### config.mk
export PLATFORM = sky130hd
export DESIGN_NAME = member_presence_table
export DESIGN_NICKNAME = d
export VERILOG_FILES = /design/src/rtl/mpt_pkg.sv /design/src/rtl/member_presence_table.sv
export SDC_FILE = /design/constraint.sdc
export NUM_CORES = 2
export LEC_CHECK = 0
export BUFFER_PORTS_ARGS = -buffer_cell sky130_fd_sc_hd__clkbuf_2
export CORE_ASPECT_RATIO = 1.2
export CORE_MARGIN = 8
export CORE_UTILIZATION = 60
export CTS_BUF_LIST = sky130_fd_sc_hd__clkbuf_8
export CTS_CLUSTER_SIZE = 30
export DETAILED_ROUTE_END_ITERATION = 10
export MAX_ROUTING_LAYER = met4
export PLACE_DENSITY_LB_ADDON = 0.3
export SYNTH_ARGS = -nofsm -noshare
export SYNTH_HDL_FRONTEND = slang
export SYNTH_SLANG_ARGS = --single-unit
export TNS_END_PERCENT = 5
### constraint.sdc
create_clock -name clk -period 17.4 [get_ports clk]
set_input_delay 3.48 -clock clk [delete_from_list [all_inputs] [get_ports clk]]
set_output_delay 3.48 -clock clk [all_outputs]
set_load 0.01 [all_outputs]
### src/rtl/mpt_pkg.sv
// ----------------------------------------------------------------------------
// mpt_pkg
// types and constants shared by the member presence table
// ----------------------------------------------------------------------------
package mpt_pkg;

	localparam int unsigned TABLE_ENTRIES_DEF = 32;

	localparam int unsigned MIX_W     = 32;
	localparam int unsigned MIX_SHIFT = 16;
	localparam logic [MIX_W-1:0] MIX_MULT = 32'h045d9f3b;

	// presence codes
	localparam logic [1:0] STATUS_ONLINE      = 2'd0;
	localparam logic [1:0] STATUS_OFFLINE     = 2'd1;
	localparam logic [1:0] STATUS_UNAVAILABLE = 2'd2;
	localparam logic [1:0] STATUS_UNUSED      = 2'd3;

	typedef struct packed {
		logic [31:0] member_id;
		logic [1:0]  status_code;
		logic [31:0] now_time;
		logic [31:0] client_last_sync;
	} upd_t;

	typedef struct packed {
		logic updated;
		logic table_full;
	} res_t;

	typedef struct packed {
		logic        valid;
		logic [31:0] key;
		logic [1:0]  status;
		logic [31:0] stamp;
	} entry_t;

	typedef enum logic [3:0] {
		ST_CLEAR,
		ST_IDLE,
		ST_MIX_A,
		ST_MIX_B,
		ST_MIX_C,
		ST_MOD,
		ST_MOD_FIX,
		ST_PROBE_RD,
		ST_PROBE_CHK,
		ST_FINISH
	} state_t;

endpackage

### src/rtl/member_presence_table.sv
// ----------------------------------------------------------------------------
// member_presence_table
// presence table keyed by member id: hash, linear probe, insert or update
// ----------------------------------------------------------------------------
// sequence: the hash states ST_MIX_A, ST_MIX_B and ST_MIX_C, then ST_MOD and
//   ST_MOD_FIX when the table size is not a power of two, then ST_PROBE_RD and
//   ST_PROBE_CHK for each slot probed, then ST_FINISH, which waits on res_stall
//   to load the output register; one update at a time, a new one is taken in idle
// reset: a clearing pass over every entry wipes the valid marks, no
//   update is taken until it has finished
// ----------------------------------------------------------------------------
module member_presence_table
	import mpt_pkg::*;
#(
	parameter int unsigned TABLE_ENTRIES = TABLE_ENTRIES_DEF
) (
	input  logic clk,
	input  logic arst_n,

	input  logic upd_valid,
	output logic upd_stall,
	input  upd_t upd,

	output logic res_valid,
	input  logic res_stall,
	output res_t res
);

	localparam int unsigned IDX_W = $clog2(TABLE_ENTRIES);
	localparam bit IS_POW2 = (TABLE_ENTRIES == (1 << IDX_W));
	localparam logic [IDX_W-1:0] LAST_IDX = IDX_W'(TABLE_ENTRIES - 1);
	localparam logic [IDX_W:0]   N_EXT    = (IDX_W + 1)'(TABLE_ENTRIES);
	// floor(2^32 / table size), for the remainder estimate
	localparam logic [MIX_W-1:0] RECIP    = MIX_W'((64'd1 << MIX_W) / TABLE_ENTRIES);

	// sequencer
	state_t state_q, state_d;

	// item held for the whole update
	logic [31:0] key_q;
	logic [1:0]  status_q;
	logic [31:0] now_q;
	logic [31:0] sync_q;

	// hash and slot search
	logic [MIX_W-1:0] mix_q;
	logic [IDX_W:0]   quot_q;
	logic [IDX_W-1:0] slot_q;
	logic [IDX_W-1:0] probe_cnt_q;
	logic [IDX_W-1:0] clr_q;

	// outcome of the probe, waiting for the output register
	logic fin_upd_q;
	logic fin_full_q;
	res_t res_q;
	logic res_valid_q;

	// entry store
	entry_t mem_q [TABLE_ENTRIES];
	entry_t rd_q;
	logic             mem_we;
	logic [IDX_W-1:0] mem_addr;
	entry_t           mem_wdata;

	// shared unit: xor-shift then multiply by the mix constant, or the hash
	// times the reciprocal of the table size
	logic [MIX_W-1:0]   xs;
	logic [MIX_W-1:0]   mul_a;
	logic [MIX_W-1:0]   mul_b;
	logic [2*MIX_W-1:0] prod_full;
	logic [MIX_W-1:0]   prod;

	// remainder from the reciprocal estimate, only used for table sizes that
	// are not powers of two; the estimate exceeds the remainder by at most one table size
	logic [IDX_W:0]   rem_est;
	logic [IDX_W:0]   rem_sub;
	logic             rem_ge;
	logic [IDX_W-1:0] rem_next;

	logic accept;
	logic hit;
	logic status_diff;
	logic newer;
	logic probe_last;
	logic res_load;

	assign xs        = (mix_q >> MIX_SHIFT) ^ mix_q;
	assign mul_a     = (state_q == ST_MOD) ? mix_q : xs;
	assign mul_b     = (state_q == ST_MOD) ? RECIP : MIX_MULT;
	assign prod_full = {{MIX_W{1'b0}}, mul_a} * {{MIX_W{1'b0}}, mul_b};
	assign prod      = prod_full[MIX_W-1:0];

	assign rem_est  = mix_q[IDX_W:0] - quot_q * N_EXT;
	assign rem_sub  = rem_est - N_EXT;
	assign rem_ge   = (rem_est >= N_EXT);
	assign rem_next = rem_ge ? rem_sub[IDX_W-1:0] : rem_est[IDX_W-1:0];

	assign hit         = rd_q.valid && (rd_q.key == key_q);
	assign status_diff = (rd_q.status != status_q);
	assign newer       = (rd_q.stamp > sync_q);
	assign probe_last  = (probe_cnt_q == LAST_IDX);

	assign upd_stall = (state_q != ST_IDLE);
	assign accept    = upd_valid && !upd_stall;
	assign res_load  = (state_q == ST_FINISH) && (!res_valid_q || !res_stall);

	assign res_valid = res_valid_q;
	assign res       = res_q;

	// state register
	always_ff @(posedge clk or negedge arst_n) begin
		if (!arst_n) begin
			state_q <= ST_CLEAR;
		end else begin
			state_q <= state_d;
		end
	end

	// next state and store write control
	always_comb begin
		state_d   = state_q;
		mem_we    = 1'b0;
		mem_addr  = slot_q;
		mem_wdata = '{valid: 1'b1, key: key_q, status: status_q, stamp: now_q};
		case (state_q)
			ST_CLEAR: begin
				// sweep the store once, dropping every valid mark
				mem_we          = 1'b1;
				mem_addr        = clr_q;
				mem_wdata.valid = 1'b0;
				if (clr_q == LAST_IDX) begin
					state_d = ST_IDLE;
				end
			end
			ST_IDLE: begin
				if (accept) begin
					state_d = ST_MIX_A;
				end
			end
			ST_MIX_A: state_d = ST_MIX_B;
			ST_MIX_B: state_d = ST_MIX_C;
			ST_MIX_C: begin
				if (IS_POW2) begin
					state_d = ST_PROBE_RD;
				end else begin
					state_d = ST_MOD;
				end
			end
			ST_MOD: state_d = ST_MOD_FIX;
			ST_MOD_FIX: state_d = ST_PROBE_RD;
			ST_PROBE_RD: state_d = ST_PROBE_CHK;
			ST_PROBE_CHK: begin
				if (!rd_q.valid) begin
					// empty slot: insert the new member here
					mem_we  = 1'b1;
					state_d = ST_FINISH;
				end else if (hit) begin
					// known member, rewrite only on a change of status
					mem_we  = status_diff;
					state_d = ST_FINISH;
				end else if (probe_last) begin
					state_d = ST_FINISH;
				end else begin
					state_d = ST_PROBE_RD;
				end
			end
			ST_FINISH: begin
				if (res_load) begin
					state_d = ST_IDLE;
				end
			end
			default: state_d = ST_IDLE;
		endcase
	end

	// control registers
	always_ff @(posedge clk or negedge arst_n) begin
		if (!arst_n) begin
			clr_q       <= '0;
			res_valid_q <= 1'b0;
		end else begin
			if (state_q == ST_CLEAR) begin
				clr_q <= clr_q + 1'b1;
			end
			if (res_load) begin
				res_valid_q <= 1'b1;
			end else if (!res_stall) begin
				res_valid_q <= 1'b0;
			end
		end
	end

	// datapath
	always_ff @(posedge clk) begin
		case (state_q)
			ST_IDLE: begin
				if (accept) begin
					key_q    <= upd.member_id;
					status_q <= (upd.status_code == STATUS_UNUSED) ? STATUS_OFFLINE
						: upd.status_code;
					now_q    <= upd.now_time;
					sync_q   <= upd.client_last_sync;
					mix_q    <= upd.member_id;
				end
			end
			ST_MIX_A, ST_MIX_B: begin
				mix_q <= prod;
			end
			ST_MIX_C: begin
				mix_q       <= xs;
				slot_q      <= xs[IDX_W-1:0];
				probe_cnt_q <= '0;
			end
			ST_MOD: begin
				// low bits of the quotient estimate are all the remainder needs
				quot_q <= prod_full[MIX_W +: IDX_W + 1];
			end
			ST_MOD_FIX: begin
				slot_q <= rem_next;
			end
			ST_PROBE_CHK: begin
				if (!rd_q.valid) begin
					fin_upd_q  <= 1'b1;
					fin_full_q <= 1'b0;
				end else if (hit) begin
					fin_upd_q  <= status_diff || newer;
					fin_full_q <= 1'b0;
				end else if (probe_last) begin
					fin_upd_q  <= 1'b0;
					fin_full_q <= 1'b1;
				end else begin
					probe_cnt_q <= probe_cnt_q + 1'b1;
					slot_q      <= (slot_q == LAST_IDX) ? '0 : slot_q + 1'b1;
				end
			end
			ST_FINISH: begin
				if (res_load) begin
					res_q <= '{updated: fin_upd_q, table_full: fin_full_q};
				end
			end
			default: ;
		endcase
	end

	// entry store: one write port, one registered read port
	always_ff @(posedge clk) begin
		if (mem_we) begin
			mem_q[mem_addr] <= mem_wdata;
		end
	end

	always_ff @(posedge clk) begin
		rd_q <= mem_q[slot_q];
	end

	// a result only appears after the sequencer has finished an update
	assert property (@(posedge clk) disable iff (!arst_n)
		$rose(res_valid) |-> $past(state_q) == ST_FINISH)
		else $error("result raised without a finished update");

	// a full table never reports an update
	assert property (@(posedge clk) disable iff (!arst_n)
		res_valid |-> !(res.updated && res.table_full))
		else $error("updated and table_full both set");

	// the store is written only by the clearing pass or the probe check
	assert property (@(posedge clk) disable iff (!arst_n)
		mem_we |-> (state_q == ST_CLEAR || state_q == ST_PROBE_CHK))
		else $error("store written outside clearing or probe check");

endmodule
* Yosys cells after proc, flatten, opt, wreduce, memory -nomap -nowiden
Memory sizes are Yosys's and may differ from the RTL's. A register that Yosys moved wholly into a read port is not among the register bits.
Cells that the tools add are included.
** Operators by class
- Add/sub/neg operators :: 5
- $mul :: 1
- Div/mod/pow operators :: 0
- Order comparisons :: 2
- Equality and inequality tests :: 24
- Shift operators :: 0
- Mux-type cells :: 33
- Bitwise gates (word level) :: 2
- Reduce and logical (&&, ||, !) cells :: 22
** Operators by type and width (count)
- one-hot mux 32 bit (3 select lines) :: 1
- 2-to-1 mux 32 bit :: 2
- 2-to-1 mux 5 bit :: 9
- one-hot mux 4 bit (9 select lines) :: 1
- multiplier 32 x 28 -> 33 bit :: 1
- == test 32 bit :: 1
- greater-than comparator 32 bit :: 1
- XOR 16 x 32 -> 32 bit :: 1
- 2-to-1 mux 28 bit :: 1
- 2-to-1 mux 4 bit :: 6
- == test 4 x 3 -> 1 bit, second input constant :: 4
- adder 5 x 1 -> 5 bit, second input constant :: 3
- == test 5 bit, second input constant :: 3
- one-hot mux 5 bit (3 select lines) :: 1
- inequality test 2 bit, second input constant :: 6
- 2-to-1 mux 1 bit :: 10
- one-hot mux 5 bit (2 select lines) :: 1
- == test 4 x 2 -> 1 bit, second input constant :: 2
- == test 4 bit, second input constant :: 2
- AND reduction 2 bit :: 4
- AND reduction 4 bit :: 2
- >= comparator 6 bit, second input constant :: 1
- nonzero test 3 bit :: 2
- OR reduction 2 bit :: 3
- 16 further kinds :: 21
** Word-level totals
- Register bits after elaboration :: 155
- Bits in latches :: 0
- Bits in writable memories :: 2144
- ROM bits :: 0
- Output and inout port bits :: 4
- Word-level logic and storage cells :: 105
- Memories kept :: 1
** Memories
- mem_q :: depth 32, bits a word 67, read ports 1, clocked after Yosys merged registers in 1, write ports 1, RTL line member_presence_table.sv:59 : entry_t mem_q [TABLE_ENTRIES];

* Depth between registers and ports, before layout
- Word-level depth :: 7
- Gate-level depth with buffers :: 30
- Depth with buffers taken out :: 28

* Least setup slack after synthesis
No wires, ideal clock.
- Path type :: flip-flop to flip-flop
- From :: reg state_q[2]
- To :: reg mix_q[31], data pin
- Setup time :: 0.261 ns
- Arrival :: 7.040 ns
- Data required time :: 17.139 ns
- Setup slack :: 10.098 ns
- Cell stages (with the launch flop) :: 30
- Path buffers :: 3
- Path through :: dfrtp_1 -> clkbuf_1 -> nand2_1 -> nor2_1 -> clkbuf_1 -> clkbuf_1 -> nor2_1 -> ha_1 -> inv_1 -> fa_1 -> inv_1 -> fa_1 -> inv_1 -> fa_1 -> inv_1 -> fa_1 -> fa_1 -> inv_1 -> fa_1 -> inv_1 -> ha_1 -> a21o_1 -> o21a_1 -> a311o_1 -> nor3_1 -> a211o_1 -> o21ai_2 -> a31oi_1 -> xnor2_1 -> o21ai_1
** On the way
- Longest elaborated chain between the ends :: 4
- Elaborated cells between the ends (all ways) :: 10
- Classes of those cells :: mul (1); eq/ne (5); mux (3); reduce/logical (1)
** RTL lines
- start, declared :: RTL line member_presence_table.sv:37 : state_t state_q, state_d;
- start signal, assigned :: RTL line member_presence_table.sv:115 : state_q <= state_d;
- == test 4 x 3 -> 1 bit :: RTL line member_presence_table.sv:88, member_presence_table.sv:89
- 2-to-1 mux 32 bit or 2-to-1 mux 28 bit (tied branches) :: RTL line member_presence_table.sv:88, member_presence_table.sv:89
- multiplier 32 x 28 -> 33 bit :: RTL line member_presence_table.sv:90 : assign prod_full = {{MIX_W{1'b0}}, mul_a} * {{MIX_W{1'b0}}, mul_b};
- one-hot mux 32 bit (3 select lines) (*) :: RTL line member_presence_table.sv:195 : case (state_q)
- end signal, assigned :: RTL line member_presence_table.sv:203 : mix_q <= upd.member_id;
- end signal, assigned :: RTL line member_presence_table.sv:207 : mix_q <= prod;
- end signal, assigned :: RTL line member_presence_table.sv:210 : mix_q <= xs;
- end, declared :: RTL line member_presence_table.sv:46 : logic [MIX_W-1:0] mix_q;
Every way passes the cells marked *; elsewhere a longest branch is shown, timed or not.
A chain may end at the register's enable or synchronous reset.

* Final worst setup path
- From :: reg state_q[3]
- To :: reg mix_q[30], data pin
The elaborated chain is that of the path after synthesis.

==> metrics.yaml <==
clock_network:
  post_cts_buffers: 0
  hold_buffers: 0
  root_buffer: "clkbuf_8"
  post_cts_resized: 0
  clock_sinks: 2365
  clock_latency_ps: 1060
  path_clk_slew_ps: 70
  h-tree-depth: 5
  cts_buffers: 359
  cts_max_path_buffers: 4
  cts_tree: "built"
floorplan:
  fp.dieW_microns: 388
  pin_count: 106
  row_count: 164
  dieArea_sq_um: 180000
  core_area_sq_um: 166000
  die_h_microns: 463
  initial_core_util: 0.602
logic_synthesis:
  synth_top_area_share: 0.689
  post-synth-top-count-cell: "edfxtp_1"
  syn-num-nets: 5340
  ys_types: 63
  syn_area_sq_um: 99800
  synthFlopType: "edfxtp_1"
  syn_avg_cell_area_sq_um: 20.8
  synthCells: 4790
  synth_edf_count: 2288
  synthArstFlopShare: 0.00423
  yosysWarnings: 0
  ys_top_cells_by_count: "2288 x edfxtp_1, 670 x mux4_2, 474 x inv_1"
  ys_seq_area_frac: 0.705
  synth.largest_area_cell: "edfxtp_1"
  yosys-top-cells-area: "edfxtp_1 69%, mux4_2 15%, fa_1 4.8%"
  synth-seq-cells: 2365
placed_design:
  dpl_cell_area_sq_um: 103000
  routabilityCongestion: 0.921
  dp_hpwl_microns: 130000
  io_buffers: 105
  pre_cts_slack_ps: 9380
status:
  status: "complete, no violations"
setup_path:
  regToRegEndpoint: "mix_q[30]$_DFFE_PP_"
  worstPathRequired_ps: 18130
  cp-start-kind: "flop"
  critPathMostFrequentCell: "inv_1"
  setup.worst_path.end_class: "flop"
  crit_end: "mix_q[30]$_DFFE_PP_"
  cp-startpoint: "state_q[3]$_DFFE_PN0P_"
  cp_slowest_stage_delay_ps: 810
  r2r_start: "state_q[3]$_DFFE_PN0P_"
  worst_r2r_path_depth: 26
  crit_type: "flop to flop"
  r2r_slack_ps: 9330
  cp_slowest_cell: "nor2_1"
  arrival_ps: 8800
  critPathMaxFanout: 22
timing:
  hold_viol_final: 0
  rsz0062_at_grt: "no"
  min_period_ps: 8070
  finalMaxSlewViolations: 0
  slew_headroom: 0.184
  skew_ps: 88.6
  fin_ws_ps: 9330
  fin_crit_sh: 0.464
  hold_ws_ps: 434
  final-setup-viol-count: 0
  clock.fmax_mhz: 124
  fin_tns_setup_ps: 0
  worst_pin_slew_ps: 1220
drt:
  wire_per_inst_microns: 31.0
  drt_first_pass_iters: 6
  vias_per_cell: 6.39
  ant_nets: 0
  route.detailed.drc: 0
  drt_iter0_drc: 6141
  vias: 48614
  wirelength_microns: 236000
worst_hold_path:
  hp-class: "flop to flop"
  hold_depth: 0
  hold_start: "fin_upd_q$_SDFFCE_PN1P_"
global_route:
  antenna_found_initial: 12
  grt_start_max_net_pins: 152
  grt_pass1_wl_microns: 343000
  grt-ovfl-total: 0
  grt_usage: 0.271
  grt_pass1_vias: 50568
job:
  cap_viol_max_count: 0
finish:
  nFillCells: 10501
  multiInputGateArea_sq_um: 27100
  area_growth_pct: 10.3
  drive_gt1_frac: 0.267
  nets: 5717
  finalInstanceArea_sq_um: 110000
  regArea_sq_um: 70300
layer usage:
layer,track usage,up-vias,wire (microns)
met5,-,-,0
met4,0.0789,0,7120
met3,0.0464,437,22500
met2,0.427,2621,116000
met1,0.373,25802,90000
li1,-,19754,-
how the worst min path moves through the flow:
stage / endpoint / slack (ps)
6_report: res[1]$_DFFE_PP_ / 430
5_1_grt: res[1]$_DFFE_PP_ / 440
4_1_cts: res[1]$_DFFE_PP_ / 430
3_5_place_dp: res[1]$_DFFE_PP_ / 410
3_3_place_gp: res[0]$_DFFE_PP_ / 400
2_1_floorplan: res[0]$_DFFE_PP_ / 400
cell families after synthesis:
logic type / count (synthesis) / share of synthesized area
multiplexers: 739 / 0.159
AND/OR/NAND/NOR: 269 / 0.0127
buffers and inverters: 661 / 0.0264
adder cells (fa/ha/maj): 450 / 0.0744
flip-flops: 2365 / 0.705
XOR/XNOR: 129 / 0.0113
AO/OA/AOI/OAI: 177 / 0.0116
metrics by stage:
stage,cells,utilization
final,7609,0.664
after global routing,7607,0.663
after CTS,7600,0.663
after detailed placement,6964,0.622
after global placement,6964,0.622
after floorplan,4790,-
layout by cell type (no fill, tap or decap), drive strengths merged, types with 10 or more instances in the layout:
cell and count:
and2 13, ha 208, mux4 670, nand2 81, nor3 14, clkinv 97, clkinvlp 11, a21oi 42
o21ai 48, xor2 66, clkbuf 494, or2 15, fa 240, inv 598, buf 98, nand4 12
nand3 11, bufinv 15, dfxtp 67, a21o 26, nand2b 10, edfxtp 2288, nor2 78, xnor2 63
dfrtp 10, mux2 67
flip-flops by register name, summed over array words and instances, names as in the netlist:
| register | count |
|---|---|
| clr_q | 5 |
| fin_full_q | 1 |
| fin_upd_q | 1 |
| key_q | 32 |
| mem_q | 2144 |
| mix_q | 32 |
| now_q | 32 |
| probe_cnt_q | 5 |
| rd_q | 67 |
| res | 2 |
| res_valid | 1 |
| slot_q | 5 |
| state_q | 4 |
| status_q | 2 |
| sync_q | 32 |
critical path, delay by kind of cell, from the launching register on:
family | cells | cell delay, ps
flip-flops | 1 | 560
adder cells (fa/ha/maj) | 8 | 3310
buffers and inverters | 6 | 590
XOR/XNOR | 1 | 160
AND/OR/NAND/NOR | 4 | 1230
AO/OA/AOI/OAI | 7 | 1910
final cells by class:
type                            count  share of cell area
Inverter                          474              0.0162
Clock buffer                      389              0.0487
Antenna cell                        9            0.000205
Sequential cell                  2365               0.639
Tap cell                         2158              0.0245
Multi-Input combinational cell   1764               0.246
Clock inverter                    247              0.0130
Timing Repair Buffer              203              0.0121
Power is left out: the tool's default activity adds up to more than one toggle a clock period on the data nets, which glitch-free logic cannot reach.
